**config.mk**
```make
export PLATFORM = sky130hd
export DESIGN_NAME = phased_array_burst_generator_core
export DESIGN_NICKNAME = d
export VERILOG_FILES = /design/src/rtl/pabg_pkg.sv /design/src/rtl/pabg_cell.sv /design/src/rtl/phased_array_burst_generator_core.sv
export SDC_FILE = /design/constraint.sdc
export NUM_CORES = 2
export LEC_CHECK = 0
export BUFFER_PORTS_ARGS = -buffer_cell sky130_fd_sc_hd__buf_2
export CORE_MARGIN = 3
export CORE_UTILIZATION = 60
export CTS_BUF_LIST = sky130_fd_sc_hd__clkbuf_2 sky130_fd_sc_hd__clkbuf_4 sky130_fd_sc_hd__clkbuf_8
export DETAILED_ROUTE_END_ITERATION = 6
export HOLD_SLACK_MARGIN = 0.05
export PLACE_DENSITY = 0.74
export SYNTH_ARGS = -nofsm -noshare
export SYNTH_HDL_FRONTEND = slang
export SYNTH_SLANG_ARGS = --single-unit
```
**constraint.sdc**
```tcl
create_clock -name clk -period 33.3 [get_ports clk]
set_input_delay 6.66 -clock clk [delete_from_list [all_inputs] [get_ports clk]]
set_output_delay 6.66 -clock clk [all_outputs]
set_load 0.005 [all_outputs]
```
**src/rtl/pabg_pkg.sv**
```systemverilog
package pabg_pkg;

	localparam int LINES     = 8;
	localparam int TIME_BITS = 32;
	localparam int IDX_W     = (LINES > 1) ? $clog2(LINES) : 1;
	localparam int CNT_W     = 16;
	localparam int MAG_W     = 12;
	localparam int MUL_W     = IDX_W + MAG_W;
	localparam int OUT_LINES = 8;

	localparam logic [31:0] RESET_REPEAT_INTERVAL = 32'd400000;
	localparam logic [15:0] RESET_BURST_TOGGLES   = 16'd10;
	localparam logic [15:0] RESET_HALF_PERIOD     = 16'd42;
	localparam logic [11:0] RESET_PHASE_OFFSET    = 12'd1;

	typedef enum logic [1:0] {
		REG_REPEAT_INTERVAL = 2'd0,
		REG_BURST_TOGGLES   = 2'd1,
		REG_HALF_PERIOD     = 2'd2,
		REG_PHASE_OFFSET    = 2'd3
	} reg_index_t;

	typedef logic [TIME_BITS-1:0] time_t;

	typedef struct packed {
		logic advance;
		logic start;
		logic running;
		logic finish;
		logic reversed;
	} cell_ctl_t;

endpackage

```
**src/rtl/pabg_cell.sv**
```systemverilog
module pabg_cell (
	input  logic                        clk,
	input  logic                        arst_n,
	input  pabg_pkg::cell_ctl_t         ctl,
	input  logic [pabg_pkg::IDX_W-1:0]  idx,
	input  pabg_pkg::time_t             time_next,
	input  logic [pabg_pkg::MAG_W-1:0]  mag,
	input  logic [pabg_pkg::CNT_W-1:0]  burst_toggles,
	input  logic [15:0]                 half_period,
	input  logic                        done_in,
	output logic                        done_out,
	output logic                        level
);
	import pabg_pkg::*;

	time_t              last_q;
	logic [CNT_W-1:0]   count_q;
	logic               level_q;
	logic [IDX_W-1:0]   mult;
	logic [MUL_W-1:0]   offset;
	time_t              elapsed;
	logic               toggle;
	logic [CNT_W-1:0]   count_new;

	assign mult   = ctl.reversed ? IDX_W'(LINES - 1) - idx : idx;
	assign offset = MUL_W'(mult) * MUL_W'(mag);
	assign elapsed = time_next - last_q;

	// The elapsed time is read as signed, so a start still in the future never toggles.
	assign toggle = ctl.running && (count_q < burst_toggles) && !elapsed[TIME_BITS-1]
		&& (elapsed > time_t'(half_period));

	assign count_new = ctl.start ? '0 : count_q + CNT_W'(toggle);
	assign done_out  = done_in && (count_new >= burst_toggles);
	assign level     = level_q;

	always_ff @(posedge clk or negedge arst_n) begin
		if (!arst_n) begin
			last_q  <= '0;
			count_q <= '0;
			level_q <= 1'b0;
		end else if (ctl.advance) begin
			if (ctl.start) begin
				last_q  <= time_next + time_t'(offset);
				level_q <= 1'b0;
			end else if (toggle) begin
				last_q  <= time_next;
				level_q <= ~level_q;
			end
			if (ctl.finish) begin
				count_q <= '0;
			end else begin
				count_q <= count_new;
			end
		end
	end

endmodule

```
**src/rtl/phased_array_burst_generator_core.sv**
```systemverilog
// Burst generator for a phased transmit array. Every input transfer carries one
// bit, tick; each accepted transfer with tick set advances the internal time by
// one, and every accepted transfer, with or without a tick, returns one output
// transfer with the eight line levels and the burst flag as they stand after it.
// A burst starts once more than repeat_interval ticks have passed since the last
// one ended; line k then waits k times the phase offset (mirrored for a negative
// offset) and toggles whenever more than half_period ticks have passed, until each
// line has made burst_toggles toggles. A row of identical line cells evaluates all
// lines in the cycle of the transfer, so the block takes one transfer per clock;
// the result sits in an output register, and a new transfer is taken whenever
// that register is empty or being emptied. Configuration must be written only
// while no output is pending; the block itself does not enforce this.
module phased_array_burst_generator_core (
	input  logic        clk,
	input  logic        arst_n,
	input  logic        cfg_we,
	input  logic [1:0]  cfg_index,
	input  logic [31:0] cfg_data,
	input  logic        s_tvalid,
	output logic        s_tready,
	input  logic [7:0]  s_tdata,   // [0] tick, [7:1] zero
	output logic        m_tvalid,
	input  logic        m_tready,
	output logic [15:0] m_tdata    // [7:0] tx_lines, [8] burst_active, [15:9] zero
);
	import pabg_pkg::*;

	logic [31:0]       repeat_interval_q;
	logic [CNT_W-1:0]  burst_toggles_q;
	logic [15:0]       half_period_q;
	logic [MAG_W-1:0]  phase_offset_q;

	time_t             time_q;
	time_t             end_time_q;
	logic              in_burst_q;
	logic              out_valid_q;
	logic [15:0]       out_data_q;

	logic              accept;
	time_t             time_next;
	logic              start;
	logic              finish;
	logic [MAG_W-1:0]  mag;
	cell_ctl_t         ctl;
	logic [LINES:0]    done_chain;
	logic [LINES-1:0]  levels;
	logic [OUT_LINES-1:0] tx_lines;

	assign s_tready  = !out_valid_q || m_tready;
	assign accept    = s_tvalid && s_tready;
	assign time_next = time_q + time_t'(1);
	assign start     = !in_burst_q && ((time_next - end_time_q) > time_t'(repeat_interval_q));
	assign mag       = phase_offset_q[MAG_W-1] ? MAG_W'(-phase_offset_q) : phase_offset_q;
	assign finish    = (in_burst_q || start) && done_chain[LINES];

	always_comb begin
		ctl.advance  = accept && s_tdata[0];
		ctl.start    = start;
		ctl.running  = in_burst_q;
		ctl.finish   = finish;
		ctl.reversed = phase_offset_q[MAG_W-1];
	end

	assign done_chain[0] = 1'b1;

	for (genvar k = 0; k < LINES; k++) begin : g_line
		pabg_cell u_cell (
			.clk           (clk),
			.arst_n        (arst_n),
			.ctl           (ctl),
			.idx           (IDX_W'(k)),
			.time_next     (time_next),
			.mag           (mag),
			.burst_toggles (burst_toggles_q),
			.half_period   (half_period_q),
			.done_in       (done_chain[k]),
			.done_out      (done_chain[k+1]),
			.level         (levels[k])
		);
	end

	// Line levels after this transfer: cleared on a burst start, else flipped on a toggle.
	always_comb begin
		tx_lines = '0;
		for (int b = 0; b < OUT_LINES; b++) begin
			if (b < LINES) begin
				tx_lines[b] = levels[b];
			end
		end
	end

	always_ff @(posedge clk or negedge arst_n) begin
		if (!arst_n) begin
			repeat_interval_q <= RESET_REPEAT_INTERVAL;
			burst_toggles_q   <= RESET_BURST_TOGGLES;
			half_period_q     <= RESET_HALF_PERIOD;
			phase_offset_q    <= RESET_PHASE_OFFSET;
		end else if (cfg_we) begin
			case (reg_index_t'(cfg_index))
				REG_REPEAT_INTERVAL: repeat_interval_q <= cfg_data;
				REG_BURST_TOGGLES:   burst_toggles_q   <= cfg_data[CNT_W-1:0];
				REG_HALF_PERIOD:     half_period_q     <= cfg_data[15:0];
				REG_PHASE_OFFSET:    phase_offset_q    <= cfg_data[MAG_W-1:0];
				default: ;
			endcase
		end
	end

	always_ff @(posedge clk or negedge arst_n) begin
		if (!arst_n) begin
			time_q     <= '0;
			end_time_q <= '0;
			in_burst_q <= 1'b0;
		end else if (ctl.advance) begin
			time_q <= time_next;
			if (finish) begin
				end_time_q <= time_next;
				in_burst_q <= 1'b0;
			end else if (start) begin
				in_burst_q <= 1'b1;
			end
		end
	end

	// The cells update on the edge that accepts the transfer, so the output is built
	// from their register values in the cycle after; m_tdata shows those values while
	// pending_q is set, and out_data_q then holds them until the transfer is taken.
	logic pending_q;

	always_ff @(posedge clk or negedge arst_n) begin
		if (!arst_n) begin
			out_valid_q <= 1'b0;
			pending_q   <= 1'b0;
		end else begin
			if (accept) begin
				out_valid_q <= 1'b1;
			end else if (m_tready) begin
				out_valid_q <= 1'b0;
			end
			pending_q <= accept;
		end
	end

	logic [15:0] live_data;
	assign live_data = {7'd0, in_burst_q, tx_lines};

	always_ff @(posedge clk) begin
		if (pending_q) begin
			out_data_q <= live_data;
		end
	end

	assign m_tvalid = out_valid_q;
	assign m_tdata  = pending_q ? live_data : out_data_q;

endmodule
```
==> summary.md <==
| Metric | Value |
|---|---|
| Clk Latency, worst-skew pair | 0.83 ns |
| Fmax achieved | 72.8 MHz |
| Most frequent cells after synthesis | ha_1, inv_1, nor2_1, dfrtp_1, nand2_1 |
| Hpwl dp | 148000 microns |
| Hold path depth | 1 |
| DRC violations left | 0 |
| Total negative slack | 0 ns |
| Unique masters post-synth | 112 |
| Cell with the most instances after synthesis | ha_1 |
| Initial core utilization | 0.610 |
| Final WS setup | 19.57 ns |
| Top-level I/O count | 65 |
| Share of cells above drive strength 1 | 0.0851 |
| CP endpoint kind | primary output |
| Routed via count | 54400 |
| Final Cycle Share | 0.412 |
| Buffers added on ports | 57 |
| Fill count | 8425 |
| Top FF cell, synth | dfrtp_1 |
| EDFF count, synth | 0 |
| CTS Buf Count | 104 |
| Worst Max-Slew Pin Slew | 1.26 ns |
| First-pass GRT wire length | 296000 microns |
| Vias in the first global route | 53600 |
| RSZ-0062 raised after global routing | no |
| Crit path kind | in -> out |
| Final setup violation count | 0 |
| Worst Reg-to-Reg Cells | 40 |
| Clock Tree Root | clkbuf_8 |
| PostCTS Resize Cnt | 0 |
| Number of max-cap violations | 0 |
| Max-slew violation count | 0 |
| Core outline area | 0.0991 sq mm |
| Mapped cell area | 0.0605 sq mm |
| Hold Startpoint | out_data_q[14] |
| Syn Inst Count | 7056 |
| Die W | 323 microns |
| CP Max Fanout | 4 |
| Final GP Congestion | 0.988 |
| Seq/Total Area, Yosys | 0.227 |
| Status | finished clean |
| Die area | 0.105 sq mm |
| Crit start category | primary input |
| Final wirelength | 190000 microns |
| Fraction of registers with async set/reset | 0.971 |
| Post-synth top area share | 0.216 |
| Clock-pin transition on the worst setup and hold timing paths | 0.06 ns |
| RR Endpoint | g_line[1].u_cell.count_q[9] |
| Dpl cells | 8282 |
| CTS tree | yes |
| Die Y-Extent | 323 microns |
| P_leak | 32.0 nW |
| Worst endpoint required time | 26.64 ns |
| DP Worst Slack | 19.56 ns |
| Final Hold Violating Endpoints | 0 |
| Seq cells post-synth | 551 |
| Clock tree buffer depth | 3 |
| Drt pass-1 iters | 7 |
| Largest net degree at the start of global routing | 152 |
| H-Tree Depth | 3 |
| WL per Instance | 22.4 microns |
| Synth Warn # | 0 |
| GRT Overall Usage | 0.362 |
| Min Tclk post-route | 13.73 ns |
| Mean Syn Cell Area | 8.57 sq um |
| Post-CTS Setup Inserts | 0 |
| Reg-to-Reg Start | time_q[0] |
| Total gr overflow | 0 |
| Slew margin rel. | 0.148 |
| Worst hold path endpoint | out_data_q[14] |
| Num rows | 115 |
| Clk_skew | 0.0544 ns |
| Final cell count without fillers | 8477 |
| R2R Setup Slk | 19.82 ns |
| Final Net Count | 8156 |
| Synth-to-Final Area Change | 7.25% |
| Cts hold-fix bufs | 0 |
| Power per cell area | 98.1 mW/mm^2 |
| Initial antenna violation count | 5 |
| Worst VDD drop | 0.0000893 V |
| Hold WC Path Type | reg -> reg |
| Antenna Nets Post-Route | 0 |
| Data arrival time of the worst path | 7.07 ns |
| Top post-synthesis cells by area | dfrtp_1, ha_1, xnor2_1 |
| DR iter-0 viols | 5038 |
| Vias per cell | 6.41 |
| CTS Sinks | 551 |
| Post-synth top area cell | dfrtp_1 |
layout make-up:
cell class / count / area, sq um / area share
sequential: 551 / 13700 / 0.212
tap: 1287 / 1610 / 0.0248
timing repair buffer: 155 / 1060 / 0.0163
multi-input combinational: 5659 / 43600 / 0.673
inverter: 630 / 2370 / 0.0365
clock inverter: 33 / 379 / 0.00585
clock buffer: 161 / 2070 / 0.0319
antenna: 1 / 2.50 / 0.0000386
metrics by stage:
stage,total power (W),utilization,area (sq um),hold WS [ns]
3_3_place_gp,0.00535,0.629,62400,0.453
5_1_grt,0.00695,0.654,64800,0.477
3_5_place_dp,0.00548,0.629,62400,0.457
6_report,0.00636,0.654,64800,0.464
4_1_cts,0.00629,0.654,64800,0.467
2_1_floorplan,0.00436,-,60500,0.446
layout by cell type (no fill, tap or decap), types with 208 or more instances in the layout:
| cell type | synthesis | final |
|---|---|---|
| a21o_1 | 210 | 210 |
| nand2_1 | 458 | 455 |
| nand3_1 | 208 | 208 |
| inv_1 | 618 | 618 |
| a21oi_1 | 449 | 449 |
| ha_1 | 864 | 864 |
| dfrtp_1 | 523 | 523 |
| nor2_1 | 547 | 545 |
| o21ai_0 | 436 | 435 |
| xnor2_1 | 404 | 396 |
layer usage:
metal  vias up  track usage  share of wire
li1      25400            -              -
met1     26500        0.495           0.43
met2      1997        0.575           0.44
met3       446       0.0509          0.077
met4         0        0.156          0.045
met5         -            0              0
sequential cells by signal, summed over array words and instances, names as in the netlist:
| name | cells |
|---|---|
| m_tvalid | 1 |
| burst_toggles_q | 16 |
| time_q | 32 |
| g_line.u_cell.last_q | 256 |
| in_burst_q | 1 |
| end_time_q | 32 |
| g_line.u_cell.level | 8 |
| half_period_q | 16 |
| repeat_interval_q | 32 |
| phase_offset_q | 12 |
| pending_q | 1 |
| g_line.u_cell.count_q | 128 |
| out_data_q | 16 |
kinds of logic after synthesis:
group | count (synthesis) | synth area share
compound gates | 1867 | 0.203
xor+xnor | 574 | 0.0835
fa+ha+maj | 1008 | 0.226
mux | 275 | 0.0496
flops | 551 | 0.227
buf+inv | 854 | 0.0548
other cells | 2 | 0.000124
simple gates | 1925 | 0.155
worst max-delay path by stage:
stage	start	to	slack (ns)
after floorplan	m_tready	s_tready	19.82
after global placement	m_tready	s_tready	19.59
after detailed placement	m_tready	s_tready	19.56
after CTS	m_tready	s_tready	19.56
after global routing	time_q[0]	g_line[7].u_cell.count_q[5]	19.11
final	m_tready	s_tready	19.57
power breakdown:
part | switching [W] | total (W) | internal (W)
clock | 0.000337 | 0.000782 | 0.000445
combinational | 0.00274 | 0.00464 | 0.00190
sequential | 0.0000928 | 0.000937 | 0.000844
total | 0.00317 | 0.00636 | 0.00319
critical path, stage by stage:
cell,delay [ns]
buf_2,0.10
nand2b_1,0.17
buf_2,0.14
(Power assumes the default switching activity.)
